## src/rtl/core/rpd_pkg.sv

```systemverilog
package rpd_pkg;

  localparam int unsigned PinW      = 3;
  localparam int unsigned PinCount  = 8;
  localparam int unsigned TimeW     = 16;
  localparam int unsigned CcW       = 4;
  localparam int unsigned CfgDataW  = 16;
  localparam int unsigned CfgIdxW   = 2;
  localparam int unsigned CmpW      = 5;

  localparam logic [CcW-1:0]   ChannelCountRst  = 4'd8;
  localparam logic [TimeW-1:0] SyncThresholdRst = 16'd3000;

  typedef enum logic {
    MODE_PWM = 1'b0,
    MODE_PPM = 1'b1
  } mode_e;

  typedef enum logic [CfgIdxW-1:0] {
    CFG_MODE           = 2'd0,
    CFG_CHANNEL_COUNT  = 2'd1,
    CFG_SYNC_THRESHOLD = 2'd2
  } cfg_idx_e;

  typedef struct packed {
    logic [PinW-1:0]  pin;
    logic             level;
    logic [TimeW-1:0] time_us;
  } in_t;

  typedef struct packed {
    logic [PinW-1:0]  channel;
    logic [TimeW-1:0] width_us;
  } out_t;

  typedef struct packed {
    logic valid;
    out_t data;
  } res_t;

endpackage

```

## src/rtl/core/rpd_pwm_unit.sv

```systemverilog
module rpd_pwm_unit #(
  parameter int unsigned MaxChannels = 8,
  parameter int unsigned CntW        = 4
) (
  input  logic              clk_i,
  input  logic              rst_ni,
  input  logic              en_i,
  input  rpd_pkg::in_t      req_i,
  input  logic [CntW-1:0]   count_i,
  output rpd_pkg::res_t     res_o
);

  localparam int unsigned Depth = (MaxChannels < rpd_pkg::PinCount) ?
                                  MaxChannels : rpd_pkg::PinCount;
  localparam int unsigned IdxW  = (Depth > 1) ? $clog2(Depth) : 1;

  logic [rpd_pkg::TimeW-1:0] rise_time_q [Depth];
  logic [Depth-1:0]          last_level_q;

  logic [IdxW-1:0]           idx;
  logic                      in_use;
  logic                      change;
  logic                      upd;

  assign idx    = req_i.pin[IdxW-1:0];
  assign in_use = {{(rpd_pkg::CmpW-rpd_pkg::PinW){1'b0}}, req_i.pin}
                  < rpd_pkg::CmpW'(count_i);
  assign change = in_use && (last_level_q[idx] != req_i.level);
  assign upd    = en_i && change;

  assign res_o.valid         = change && !req_i.level;
  assign res_o.data.channel  = req_i.pin;
  assign res_o.data.width_us = req_i.time_us - rise_time_q[idx];

  always_ff @(posedge clk_i or negedge rst_ni) begin
    if (!rst_ni) begin
      last_level_q <= '0;
    end else if (upd) begin
      last_level_q[idx] <= req_i.level;
    end
  end

  // rise time per pin
  always_ff @(posedge clk_i) begin
    for (int i = 0; i < Depth; i++) begin
      if (upd && req_i.level && (idx == IdxW'(i))) begin
        rise_time_q[i] <= req_i.time_us;
      end
    end
  end

endmodule

```

## src/rtl/core/rpd_ppm_unit.sv

```systemverilog
module rpd_ppm_unit #(
  parameter int unsigned MaxChannels = 8,
  parameter int unsigned CntW        = 4
) (
  input  logic                      clk_i,
  input  logic                      rst_ni,
  input  logic                      en_i,
  input  rpd_pkg::in_t              req_i,
  input  logic [CntW-1:0]           count_i,
  input  logic [rpd_pkg::TimeW-1:0] sync_threshold_i,
  output rpd_pkg::res_t             res_o
);

  localparam int unsigned SlotW = (MaxChannels > 1) ? $clog2(MaxChannels) : 1;

  logic [rpd_pkg::TimeW-1:0] last_rise_q;
  logic                      started_q;
  logic [SlotW-1:0]          slot_q;
  logic [SlotW-1:0]          slot_d;

  logic                      hit;
  logic [rpd_pkg::TimeW-1:0] width;
  logic [rpd_pkg::CmpW-1:0]  slot_inc;

  assign hit      = (req_i.pin == '0) && req_i.level;
  assign width    = req_i.time_us - last_rise_q;
  assign slot_inc = rpd_pkg::CmpW'(slot_q) + rpd_pkg::CmpW'(1);

  // wrap after the last channel or on a sync gap
  always_comb begin
    if ((slot_inc >= rpd_pkg::CmpW'(count_i)) || (width > sync_threshold_i)) begin
      slot_d = '0;
    end else begin
      slot_d = SlotW'(slot_inc);
    end
  end

  assign res_o.valid         = hit && started_q;
  assign res_o.data.channel  = rpd_pkg::PinW'(slot_q);
  assign res_o.data.width_us = width;

  always_ff @(posedge clk_i or negedge rst_ni) begin
    if (!rst_ni) begin
      started_q <= 1'b0;
      slot_q    <= '0;
    end else if (en_i && hit) begin
      started_q <= 1'b1;
      if (started_q) begin
        slot_q <= slot_d;
      end
    end
  end

  always_ff @(posedge clk_i) begin
    if (en_i && hit) begin
      last_rise_q <= req_i.time_us;
    end
  end

endmodule

```

## src/rtl/core/rc_pwm_ppm_pulse_decoder.sv

```systemverilog
// RC receiver pulse decoder, PWM per pin or PPM on pin 0.
// Input channel: in_valid_i / in_ready_o carry pin level requests, each with
// a 16-bit microsecond timestamp. Output channel: out_valid_o / out_ready_i
// carry measured pulse widths with their channel number. A request yields
// zero or one result.
// Configuration: cfg_we_i writes cfg_data_i into register cfg_idx_i
// (0 mode, 1 channel count, 2 sync threshold); write only
// while the decoder is idle.
// Path: an accepted request is held in the input register, then decoded
// into the result register.
// Throughput: one request per cycle unless a held result stalls, set by
// the combinational subtract and compare between the two registers.
// Reset: mode PWM, 8 channels, sync threshold 3000, all pin levels low,
// PPM tracking restarted; both channels come up empty.
// Stall: while out_ready_i is low and a result is held, the input register
// keeps its request and in_ready_o drops once it is full.
module rc_pwm_ppm_pulse_decoder #(
  parameter int unsigned MAX_CHANNELS = 8
) (
  input  logic                        clk_i,
  input  logic                        rst_ni,
  input  logic                        cfg_we_i,
  input  logic [rpd_pkg::CfgIdxW-1:0] cfg_idx_i,
  input  logic [rpd_pkg::CfgDataW-1:0] cfg_data_i,
  input  logic                        in_valid_i,
  output logic                        in_ready_o,
  input  rpd_pkg::in_t                in_req_i,
  output logic                        out_valid_o,
  input  logic                        out_ready_i,
  output rpd_pkg::out_t               out_req_o
);

  localparam int unsigned CntW = $clog2(MAX_CHANNELS + 1);

  rpd_pkg::mode_e            mode_q;
  logic [rpd_pkg::CcW-1:0]   channel_count_q;
  logic [rpd_pkg::TimeW-1:0] sync_threshold_q;

  logic                      in_valid_q;
  rpd_pkg::in_t              in_req_q;
  logic                      out_valid_q;
  rpd_pkg::out_t             out_req_q;

  logic [rpd_pkg::CmpW-1:0]  cc_ext;
  logic [CntW-1:0]           count;
  logic                      advance;
  rpd_pkg::res_t             pwm_res;
  rpd_pkg::res_t             ppm_res;
  rpd_pkg::res_t             res;

  always_ff @(posedge clk_i or negedge rst_ni) begin
    if (!rst_ni) begin
      mode_q           <= rpd_pkg::MODE_PWM;
      channel_count_q  <= rpd_pkg::ChannelCountRst;
      sync_threshold_q <= rpd_pkg::SyncThresholdRst;
    end else if (cfg_we_i) begin
      unique case (cfg_idx_i)
        rpd_pkg::CFG_MODE:           mode_q <= rpd_pkg::mode_e'(cfg_data_i[0]);
        rpd_pkg::CFG_CHANNEL_COUNT:  channel_count_q <= cfg_data_i[rpd_pkg::CcW-1:0];
        rpd_pkg::CFG_SYNC_THRESHOLD: sync_threshold_q <= cfg_data_i;
        default: ;
      endcase
    end
  end

  // clamp channel count to 1..MAX_CHANNELS
  assign cc_ext = {1'b0, channel_count_q};
  always_comb begin
    priority if (cc_ext == '0) begin
      count = CntW'(1);
    end else if (cc_ext > rpd_pkg::CmpW'(MAX_CHANNELS)) begin
      count = CntW'(MAX_CHANNELS);
    end else begin
      count = CntW'(cc_ext);
    end
  end

  assign advance    = in_valid_q && (!out_valid_q || out_ready_i);
  assign in_ready_o = !in_valid_q || advance;

  always_ff @(posedge clk_i or negedge rst_ni) begin
    if (!rst_ni) begin
      in_valid_q <= 1'b0;
    end else if (in_ready_o) begin
      in_valid_q <= in_valid_i;
    end
  end

  always_ff @(posedge clk_i) begin
    if (in_ready_o && in_valid_i) begin
      in_req_q <= in_req_i;
    end
  end

  rpd_pwm_unit #(
    .MaxChannels (MAX_CHANNELS),
    .CntW        (CntW)
  ) u_pwm (
    .clk_i   (clk_i),
    .rst_ni  (rst_ni),
    .en_i    (advance && (mode_q == rpd_pkg::MODE_PWM)),
    .req_i   (in_req_q),
    .count_i (count),
    .res_o   (pwm_res)
  );

  rpd_ppm_unit #(
    .MaxChannels (MAX_CHANNELS),
    .CntW        (CntW)
  ) u_ppm (
    .clk_i            (clk_i),
    .rst_ni           (rst_ni),
    .en_i             (advance && (mode_q == rpd_pkg::MODE_PPM)),
    .req_i            (in_req_q),
    .count_i          (count),
    .sync_threshold_i (sync_threshold_q),
    .res_o            (ppm_res)
  );

  assign res = (mode_q == rpd_pkg::MODE_PPM) ? ppm_res : pwm_res;

  always_ff @(posedge clk_i or negedge rst_ni) begin
    if (!rst_ni) begin
      out_valid_q <= 1'b0;
    end else if (advance && res.valid) begin
      out_valid_q <= 1'b1;
    end else if (out_ready_i) begin
      out_valid_q <= 1'b0;
    end
  end

  always_ff @(posedge clk_i) begin
    if (advance && res.valid) begin
      out_req_q <= res.data;
    end
  end

  assign out_valid_o = out_valid_q;
  assign out_req_o   = out_req_q;

endmodule

```

## config.mk

```make
export PLATFORM = sky130hd
export DESIGN_NAME = rc_pwm_ppm_pulse_decoder
export DESIGN_NICKNAME = d
export VERILOG_FILES = /design/src/rtl/core/rpd_pkg.sv /design/src/rtl/core/rpd_pwm_unit.sv /design/src/rtl/core/rpd_ppm_unit.sv /design/src/rtl/core/rc_pwm_ppm_pulse_decoder.sv
export SDC_FILE = /design/constraint.sdc
export NUM_CORES = 1
export LEC_CHECK = 0
export BUFFER_PORTS_ARGS = -buffer_cell sky130_fd_sc_hd__buf_2
export CAP_MARGIN = 20
export CORE_MARGIN = 2
export CORE_UTILIZATION = 58
export DETAILED_ROUTE_END_ITERATION = 7
export PLACE_DENSITY = 0.79
export SLEW_MARGIN = 0
export SYNTH_ARGS = -nofsm -noshare
export SYNTH_HDL_FRONTEND = slang
export SYNTH_SLANG_ARGS = --single-unit
```

## constraint.sdc

```tcl
create_clock -name clk_i -period 5.3 [get_ports clk_i]
set_clock_uncertainty 0.1 [all_clocks]
set_input_delay 0.265 -clock clk_i [delete_from_list [all_inputs] [get_ports clk_i]]
set_output_delay 0.265 -clock clk_i [all_outputs]
set_load 0.02 [all_outputs]
```

* After elaboration in Yosys (flattened, before gate mapping)
Memory sizes are Yosys's and may differ from the RTL's. A register that Yosys moved wholly into a read port is not among the register bits.
Cells that the tools add are included.
** Operators by class
- Reduce and logical (&&, ||, !) cells :: 42
- Bitwise operators :: 1
- Magnitude comparators :: 6
- $add $sub $neg :: 3
- Multiplexer cells :: 49
- Equal/unequal tests :: 10
** Operators by type and width (number)
- 2-to-1 mux 16 bit :: 7
- OR reduction 16 bit :: 7
- subtractor 16 bit :: 2
- 2-to-1 mux 1 bit :: 27
- 2-to-1 mux 3 bit :: 9
- logical AND 1 bit :: 21
- 2-to-1 mux 20 bit :: 1
- greater-than comparator 16 bit :: 1
- equality test 3 bit, second input constant :: 4
- bitwise mux 8 bit :: 1
- 2-to-1 mux 4 bit :: 2
- AND reduction 2 bit :: 4
- equality test 3 x 2 -> 1 bit, second input constant :: 2
- >= comparator 5 x 4 -> 1 bit :: 1
- logical NOT 5 bit :: 1
- adder 3 x 1 -> 4 bit, second input constant :: 1
- greater-than comparator 4 bit, second input constant :: 1
- less-than comparator 3 x 4 -> 1 bit :: 1
- less-than comparator 3 x 4 -> 1 bit, second input constant :: 1
- binary-select mux 1 bit (select 3 bit) :: 1
- demux 1 bit (select 3 bit) :: 1
- equality test 3 x 1 -> 1 bit, second input constant :: 1
- >= comparator 3 x 1 -> 1 bit, second input constant :: 1
- logical NOT 1 bit :: 3
- 8 further kinds :: 10
** Word-level totals
- Word-level logic and storage cells :: 126
- RAM bits :: 128
- Memories :: 1
- Bits of input ports :: 43
- Output and inout bits :: 21
- Flip-flop bits (word level) :: 90
** Memories
- u_pwm.rise_time_q :: depth 8, width 16, read ports 1, clocked after Yosys merged registers in 1, write ports 1, line rpd_pwm_unit.sv:17 : logic [rpd_pkg::TimeW-1:0] rise_time_q [Depth];

* Longest topological paths before layout
Gate-level depths: netlist of the first run.
- Depth after elaboration :: 18
- Depth in mapped cells :: 17

* By module
A second synthesis of the first run with hierarchy kept.
** Second synthesis, totals
- Cell total of the unflattened synthesis :: 698
- Area, all modules :: 10536.4 um2
** By module, submodules not included
- rpd_pwm_unit :: seq. area each 4043.9 um2, cells each 357, area an instance 6163.4 um2, instances 1
- rc_pwm_ppm_pulse_decoder :: seq. area each 1756.7 um2, cells each 125, area an instance 2403.6 um2, instances 1
- rpd_ppm_unit :: seq. area each 580.6 um2, cells each 216, area an instance 1969.4 um2, instances 1

* Worst setup path after synthesis of the first run
Ideal clock, no wire load.
- Path type :: reg-to-reg
- From :: reg in_req_q[17] in the netlist's numbering
- To :: mem u_pwm.rise_time_q[4][0] in the netlist's numbering, enable pin
- Cell stages (with the launch flop) :: 8
- Data arrival time :: 3233 ps
- Library setup time :: 430 ps
- Path slack :: 1537 ps
- Cells stage by stage :: edfxtp_1 -> mux4_1 -> mux2i_1 -> xor2_1 -> nor3_1 -> o21ai_2 -> buf_6 -> nor4_1
** On the way
- Word-level cells in the longest chain between the ends :: 17
- Elaborated cells between the ends (all ways) :: 60
- Those cells by class :: 1 x order compare; 8 x eq/ne; 32 x mux; 19 x reduce/logical
** Ends and longest elaborated chain
- start, declared :: line rc_pwm_ppm_pulse_decoder.sv:40 : rpd_pkg::in_t in_req_q;
- start signal, assigned :: line rc_pwm_ppm_pulse_decoder.sv:91 : in_req_q <= in_req_i;
- binary-select mux 1 bit (select 3 bit) :: line rpd_pwm_unit.sv:28 : assign change = in_use && (last_level_q[idx] != req_i.level);
- 2-to-1 mux 1 bit (implied by the code) :: line rpd_pwm_unit.sv:28
- != test 1 bit :: line rpd_pwm_unit.sv:28
- logical AND 1 bit :: line rpd_pwm_unit.sv:28
- logical AND 1 bit :: line rpd_pwm_unit.sv:29 : assign upd = en_i && change;
- logical AND 1 bit (2 in series) :: line rpd_pwm_unit.sv:46 : if (upd && req_i.level && (idx == IdxW'(i))) begin
- 2-to-1 mux 1 bit :: line rpd_pwm_unit.sv:46
- 2-to-1 mux 1 bit (implied by the code) :: line rpd_pwm_unit.sv:47 : rise_time_q[i] <= req_i.time_us;
- OR reduction 16 bit (no source line)
- 2-to-1 mux 3 bit (no source line) / 2-to-1 mux 1 bit (equally long branches) (7 in series)
- end, declared :: line rpd_pwm_unit.sv:17
Parallel ways exist; a longest one is shown, timed or not. The select of a mux whose other input is x is not followed.

* Final worst setup path of the first run
- From :: reg in_req_q[0] in the netlist's numbering
- To :: reg u_ppm.slot_q[2]
** On the way
- Word-level cells in the longest chain between the ends :: 4
** Ends and longest elaborated chain
- subtractor 16 bit :: line rpd_ppm_unit.sv:26 : assign width = req_i.time_us - last_rise_q;
- greater-than comparator 16 bit :: line rpd_ppm_unit.sv:31 : if ((slot_inc >= rpd_pkg::CmpW'(count_i)) || (width > sync_threshold_i)) begin
- logical OR 1 bit :: line rpd_ppm_unit.sv:31
- 2-to-1 mux 3 bit :: line rpd_ppm_unit.sv:31
- end signal, assigned :: line rpd_ppm_unit.sv:49 : slot_q <= slot_d;
- end, declared :: line rpd_ppm_unit.sv:18 : logic [SlotW-1:0] slot_q;
Every way passes these cells.
A chain may end at the register's enable or synchronous reset.

==> flow_summary.json, run 1 <==
{
  "fin_area_um2": 12080,
  "clk_pin_slew_worst_paths_ns": 0.06,
  "dieArea_um2": 18850,
  "p_total_w": 0.004326,
  "synth.area.mux_share_pct": 13.05,
  "cp_top_family": "compound AO/OA/AOI/OAI gates",
  "track_usage_pct": 23.45,
  "grt_pass1_vias": 6497,
  "die_x_um": 137.3,
  "hold_path.class": "in -> reg",
  "synth_ff_type": "edfxtp_1",
  "fillerInstances": 1078,
  "ios": 64,
  "synthDistinctLibCells": 60,
  "die_y_um": 137.3,
  "setup_tns_ns": 0,
  "slew_viol_final": 0,
  "cts_tree": "built",
  "antenna_left": 0,
  "post_drt_wl_per_cell_um": 20.72,
  "grt_max_degree": 40,
  "cts_setup_buffers": 0,
  "max_stage_delay_ns": 0.50,
  "ir_worst_vdd_mv": 0.2737,
  "syn-cell-area_um2": 10300,
  "cts_buffers": 23,
  "drt-initial-drc-count": 477,
  "clkSinkCount": 221,
  "synth_top_family_by_area": "multiplexers",
  "slew_headroom_pct": 29.25,
  "fmax_mhz": 232.5,
  "dpl-instance-area_um2": 10960,
  "final_common_cell": "edfxtp_1",
  "synthToLayoutAreaGrowth_pct": 17.25,
  "max_cap_viol_count": 0,
  "core_um2": 17360,
  "tightest_slew_ns": 1.061,
  "crit_path_cell_trace": "inv_1 -> ha_1 -> inv_1 -> fa_1 -> a21o_1 -> a221oi_2 -> a211oi_1 -> a221oi_1 -> o21bai_1 -> xor2_1 -> ha_1 -> nand3_1 -> nor3_1 -> nand3_1 -> o31a_1 -> a2111oi_0 -> a21o_1",
  "rsz0062_at_grt": "no",
  "clock_path_buffers": 3,
  "rows": 48,
  "synth_cells": 678,
  "crit_type": "reg -> reg",
  "status": "complete, no violations",
  "placed_cells": 958,
  "antenna_found_initial": 0,
  "post-route-period-util_pct": 81.14,
  "syn_avg_cell_area_um2": 15.20,
  "finalWirelength_mm": 21.55,
  "grt_overflow": 0,
  "final_nets": 896,
  "critPathBufInv": 2,
  "report.final.setup_viol": 0,
  "crit_fanout": 10,
  "post_cts_resized": 0,
  "critPathLaunchType": "register",
  "fin_ws_ns": 0.9998,
  "ys_ff_latch": 221,
  "crit_slowest_cell": "edfxtp_1",
  "worstSkewPairLatency_ns": 0.51,
  "power_density_nw_per_um2": 358.0,
  "firstDrtPassIters": 5,
  "hpwl_mm": 14.10,
  "synth_xor_area_share_pct": 2.210,
  "mostFrequentLayoutCells": "edfxtp_1 (183), buf_2 (63), ha_1 (53)",
  "route.detailed.drc": 0,
  "p_leak_nw": 4.690,
  "route.vias.total": 6179,
  "ff2ff_setup_slack_ns": 1.0,
  "yosysSeqAreaShare_pct": 62.51,
  "critPathArrivalTime_ns": 4.65,
  "fin_crit_ns": 4.300,
  "async_flop_share_pct": 15.84,
  "synth-edff-count": 183,
  "hold_viol": 0,
  "io_buffers": 63,
  "synthSimpleGateAreaFrac_pct": 6.277,
  "cp-end-kind": "register",
  "cts_root_buf": "clkbuf_16",
  "initial_core_util_pct": 59.37,
  "syn-num-nets": 776,
  "cts-htree-levels": 1,
  "yosys_warnings": 0,
  "crit_required_ns": 5.65,
  "synth-compound-area-share_pct": 6.702,
  "synth-adder-area-share_pct": 6.824,
  "fin_cells": 1040,
  "grt_pass1_wl_mm": 33.49,
  "dp_worst_setup_slack_ns": 1.057,
  "place.gp.congestion": 0.8499,
  "drt-vias-per-instance": 5.941,
  "drive_gt1_share_pct": 25.40,
  "n_antenna_cell": 0
}
## sequential cells by signal, indices dropped and copies added, names as in the netlist, named ones only
signal	flops
u_pwm.rise_time_q	128
sync_threshold_q	16
in_req_q	20
u_ppm.started_q	1
u_pwm.last_level_q	8
channel_count_q	4
u_ppm.last_rise_q	16
out_req_o	19
out_valid_o	1
u_ppm.slot_q	3
in_valid_q	1
mode_q	1
## layer usage
layer / share of wire, % / track usage [%] / vias to the layer above / wire, um
met2: 50 / 40.08 / 198 / 10750
met3: 4.9 / 3.422 / 41 / 1062
met1: 43 / 31.37 / 3096 / 9216
met4: 2.4 / 7.216 / 0 / 516
met5: 0 / 0 / - / 0
li1: - / - / 2844 / -
## cells in the mapped netlist, types with 7 or more instances
library cell / count / area [um^2]
o21ai_0: 24 / 120.1
nor2b_1: 7 / 43.79
inv_1: 43 / 161.4
xor2_1: 13 / 113.9
mux2_2: 36 / 405.4
nor3_1: 9 / 45.04
nor2_1: 26 / 97.59
nand3_1: 8 / 40.04
a21o_1: 14 / 105.1
xnor2_1: 13 / 113.9
dfrtp_1: 27 / 675.7
dfstp_2: 8 / 210.2
nand2_1: 32 / 120.1
mux4_2: 33 / 743.2
nand2b_1: 15 / 93.84
o21a_1: 7 / 52.55
edfxtp_1: 183 / 5495
clkbuf_1: 12 / 45.04
nor4_1: 7 / 43.79
ha_1: 53 / 663.1
mux2i_1: 17 / 170.2
a21oi_1: 18 / 90.09
## path summary, 6_finish.rpt
| path | from | end | depth (start not counted) |
|---|---|---|---|
| worst max register to register | in_req_q[0] | u_ppm.slot_q[2] | 17 |
| worst max-delay path | in_req_q[0] | u_ppm.slot_q[2] | 17 |
| worst min register to register | u_ppm.started_q | u_ppm.started_q | 1 |
| min in group asynchronous | rst_ni | sync_threshold_q[12] | 2 |
| max in group asynchronous | rst_ni | sync_threshold_q[0] | 2 |
| worst min-delay path | cfg_idx_i[0] | mode_q | 3 |
## tightest hold or removal path, delay by kind of cell
kind,cells,cell delay [ns]
mux,1,0.21
buf+inv,1,0.10
simple gates,1,0.05
## final cells by class
| class | count | area, um^2 | area share [%] |
|---|---|---|---|
| sequential | 221 | 6442 | 53.32 |
| tap | 225 | 281.5 | 2.330 |
| clock inverter | 15 | 131.4 | 1.087 |
| clock buffer | 27 | 590.6 | 4.888 |
| timing repair buffer | 115 | 805.8 | 6.669 |
| inverter | 43 | 161.4 | 1.336 |
| multi-input combinational | 394 | 3670 | 30.37 |
## power breakdown
group	internal, W	switching, W
clock	0.000897	0.000646
combinational	0.000328	0.000369
sequential	0.00200	0.0000818
## per-stage QoR
stage                     hold WS (ns)  utilization [%]
after detailed placement        0.2890            63.15
after global placement          0.2676            63.15
after global routing           0.05037            69.62
final                          0.06719            69.62
after floorplan                -0.1306                -
after CTS                      0.06000            69.62
## kinds of logic after synthesis
kind of cell,after synthesis
adder cells (fa/ha/maj),55
buffers and inverters,63
AO/OA/AOI/OAI,99
XOR/XNOR,26
multiplexers,87
AND/OR/NAND/NOR,127
flip-flops,221
## repair_timing
action,in CTS,in global routing
hold endpoints to repair,73,0
endpoints found under the setup margin,0,0
hold buffers,40,0
No activity file was read; power rests on OpenSTA's default activity.
==> inputs of run 2 (changes only) <==
Clock period 5.3 ns to 4.1 ns, I/O delays scaled along.
==> run 2 against run 1 <==
  * Clock-buffer cell count rose by 2
  * First-iteration DRC count rose by 12%
  * Register-to-register slack got worse by 0.78 ns
  * Clock power rose by 27%
  * Cell count rose by 1.2%
  * Sequential power rose by 29%
  * Critical endpoint unchanged
  * Die area did not move
  * Setup slack got worse by 0.78 ns
  * Critical path depth rose by 1
  * Flip-flop and latch count did not move
==> flow_summary.json, run 2 (same netlist as run 1, synthesis figures left out) <==
{
  "power_density_nw_per_um2": 454.9,
  "ios": 64,
  "drt-initial-drc-count": 534,
  "hold_depth": 3,
  "grt_overflow": 0,
  "route.vias.total": 6200,
  "p_leak_nw": 4.737,
  "track_usage_pct": 23.98,
  "route.detailed.drc": 0,
  "place.gp.congestion": 0.9058,
  "largest_reg_flops": 128,
  "final_common_cell": "edfxtp_1",
  "hold_viol": 0,
  "rows": 48,
  "slew_viol_final": 0,
  "grt_pass1_vias": 6196,
  "cts_buffers": 23,
  "clk_pin_slew_worst_paths_ns": 0.06,
  "clkPwrFrac_pct": 35.1,
  "hold_path.startpoint": "cfg_we_i",
  "fmax_mhz": 257.9,
  "power_switching_w": 0.001383,
  "hold_end": "channel_count_q[0]",
  "final_util_pct": 70.47,
  "post-route-period-util_pct": 94.58,
  "finalWirelength_mm": 21.76,
  "fillerInstances": 1113,
  "io_buffers": 63,
  "reg2reg_to": "u_ppm.slot_q[2]",
  "antenna_found_initial": 0,
  "n_antenna_cell": 0,
  "switching_share_pct": 24.86,
  "critPathArrivalTime_ns": 4.22,
  "clkSinkCount": 221,
  "dpl-instance-area_um2": 11030,
  "rr_startpoint": "in_req_q[0]",
  "post_drt_wl_per_cell_um": 20.68,
  "tightest_slew_ns": 1.025,
  "crit_top_cell": "a21o_1",
  "crit_fanout": 2,
  "cts_tree": "built",
  "internal_power_w": 0.004181,
  "drt-vias-per-instance": 5.894,
  "crit_required_ns": 4.44,
  "cp-end-kind": "register",
  "worstSkewPairLatency_ns": 0.50,
  "cts-htree-levels": 1,
  "fin_ws_ns": 0.2224,
  "grt_pass1_wl_mm": 33.93,
  "report.final.setup_viol": 0,
  "firstDrtPassIters": 5,
  "antenna_left": 0,
  "clock_path_buffers": 3,
  "fin_area_um2": 12230,
  "regMostFlops": "u_pwm.rise_time_q",
  "crit_type": "reg -> reg",
  "die_y_um": 137.3,
  "final_nets": 911,
  "ir_worst_vdd_mv": 0.3717,
  "initial_core_util_pct": 59.37,
  "crit_path_cell_trace": "inv_2 -> ha_1 -> inv_1 -> fa_2 -> a21o_1 -> a221oi_4 -> buf_4 -> a21oi_1 -> a21o_1 -> a21oi_2 -> xnor2_1 -> ha_1 -> nor2b_1 -> o21ai_1 -> a211oi_1 -> o31a_1 -> a2111oi_4 -> a21o_1",
  "die_x_um": 137.3,
  "dieArea_um2": 18850,
  "grt_max_degree": 36,
  "synthToLayoutAreaGrowth_pct": 18.69,
  "r2r_cells": 18,
  "crit_slowest_cell": "edfxtp_1",
  "dp_worst_setup_slack_ns": -0.1579,
  "status": "complete, no violations",
  "core_um2": 17360,
  "cts_root_buf": "clkbuf_16",
  "mostFrequentLayoutCells": "edfxtp_1 (183), buf_2 (63), ha_1 (53)",
  "max_cap_viol_count": 0,
  "drive_gt1_share_pct": 26.72,
  "fin_crit_ns": 3.878,
  "max_stage_delay_ns": 0.44,
  "p_comb_share_pct": 16.6,
  "pwr-share-seq_pct": 48.3,
  "ff2ff_setup_slack_ns": 0.22,
  "hold_path.class": "in -> reg",
  "hpwl_mm": 14.34,
  "slew_headroom_pct": 31.57,
  "critPathLaunchType": "register"
}
## run 2: worst max-delay path by stage
stage / startpoint / to / cells after the start
3_3_place_gp: in_req_q[0] / u_ppm.slot_q[2] / 17
6_report: in_req_q[0] / u_ppm.slot_q[2] / 18
3_5_place_dp: in_req_q[0] / u_ppm.slot_q[2] / 17
5_1_grt: in_req_q[0] / u_ppm.slot_q[2] / 18
4_1_cts: in_req_q[0] / u_ppm.slot_q[2] / 17
2_1_floorplan: in_req_q[17] / u_pwm.rise_time_q[4][0] / 7
## run 2: stage by stage
step                      std cells  hold slack (ns)  TNS [ns]  power [W]
final                          1052          0.09780         0   0.005564
after global routing           1052          0.09790  -0.01402   0.005796
after CTS                      1050          0.09024         0   0.005577
after detailed placement        968           0.2418   -0.1772   0.003600
after global placement          968           0.2026         0   0.003561
after floorplan                 678          -0.1906         0   0.003340
## run 2: power groups by stage
stage | sequential, W | clock (W) | combinational [W]
finish | 0.00269 | 0.00195 | 0.000922
floorplan | 0.00271 | 0 | 0.000632
global placement | 0.00272 | 0 | 0.000839
global route | 0.00271 | 0.00207 | 0.00102
CTS | 0.00269 | 0.00198 | 0.000910
detailed placement | 0.00273 | 0 | 0.000867
## run 2: final cells by class
type / instances / area (um^2) / share of cell area (%)
clock inverter: 10 / 101.3 / 0.8286
sequential: 221 / 6442 / 52.68
tap: 225 / 281.5 / 2.302
inverter: 43 / 161.4 / 1.320
clock buffer: 29 / 598.1 / 4.890
multi-input combinational: 394 / 3710 / 30.33
timing repair buffer: 130 / 935.9 / 7.652
## run 2: timing repair
| item | CTS | global route |
|---|---|---|
| endpoints found under the hold margin | 73 | 0 |
| resized for setup | 1 | 11 |
| buffers inserted | 1 | 2 |
| hold buffers | 42 | 0 |
| cloned | 0 | 0 |
| pin swaps | 0 | 3 |
| setup endpoints to repair | 2 | 3 |
## run 2: routing by layer
| layer | GRT usage (%) | vias up | part of all wire, % |
|---|---|---|---|
| li1 | - | 2871 | - |
| met1 | 34.26 | 3075 | 44 |
| met2 | 38.92 | 220 | 48 |
| met3 | 3.422 | 34 | 6.0 |
| met4 | 6.873 | 0 | 2.4 |
| met5 | 0 | - | 0 |
## run 2: critical path: cells and delay by family (launching register included)
| kind | cells | cell delay [ns] |
|---|---|---|
| xor gates and xnor gates | 1 | 0.15 |
| buffers and inverters | 3 | 0.32 |
| AOI/OAI and AO/OA | 10 | 1.89 |
| DFF | 1 | 0.44 |
| and+or+nand+nor | 1 | 0.14 |
| adders and majority gates | 3 | 0.79 |
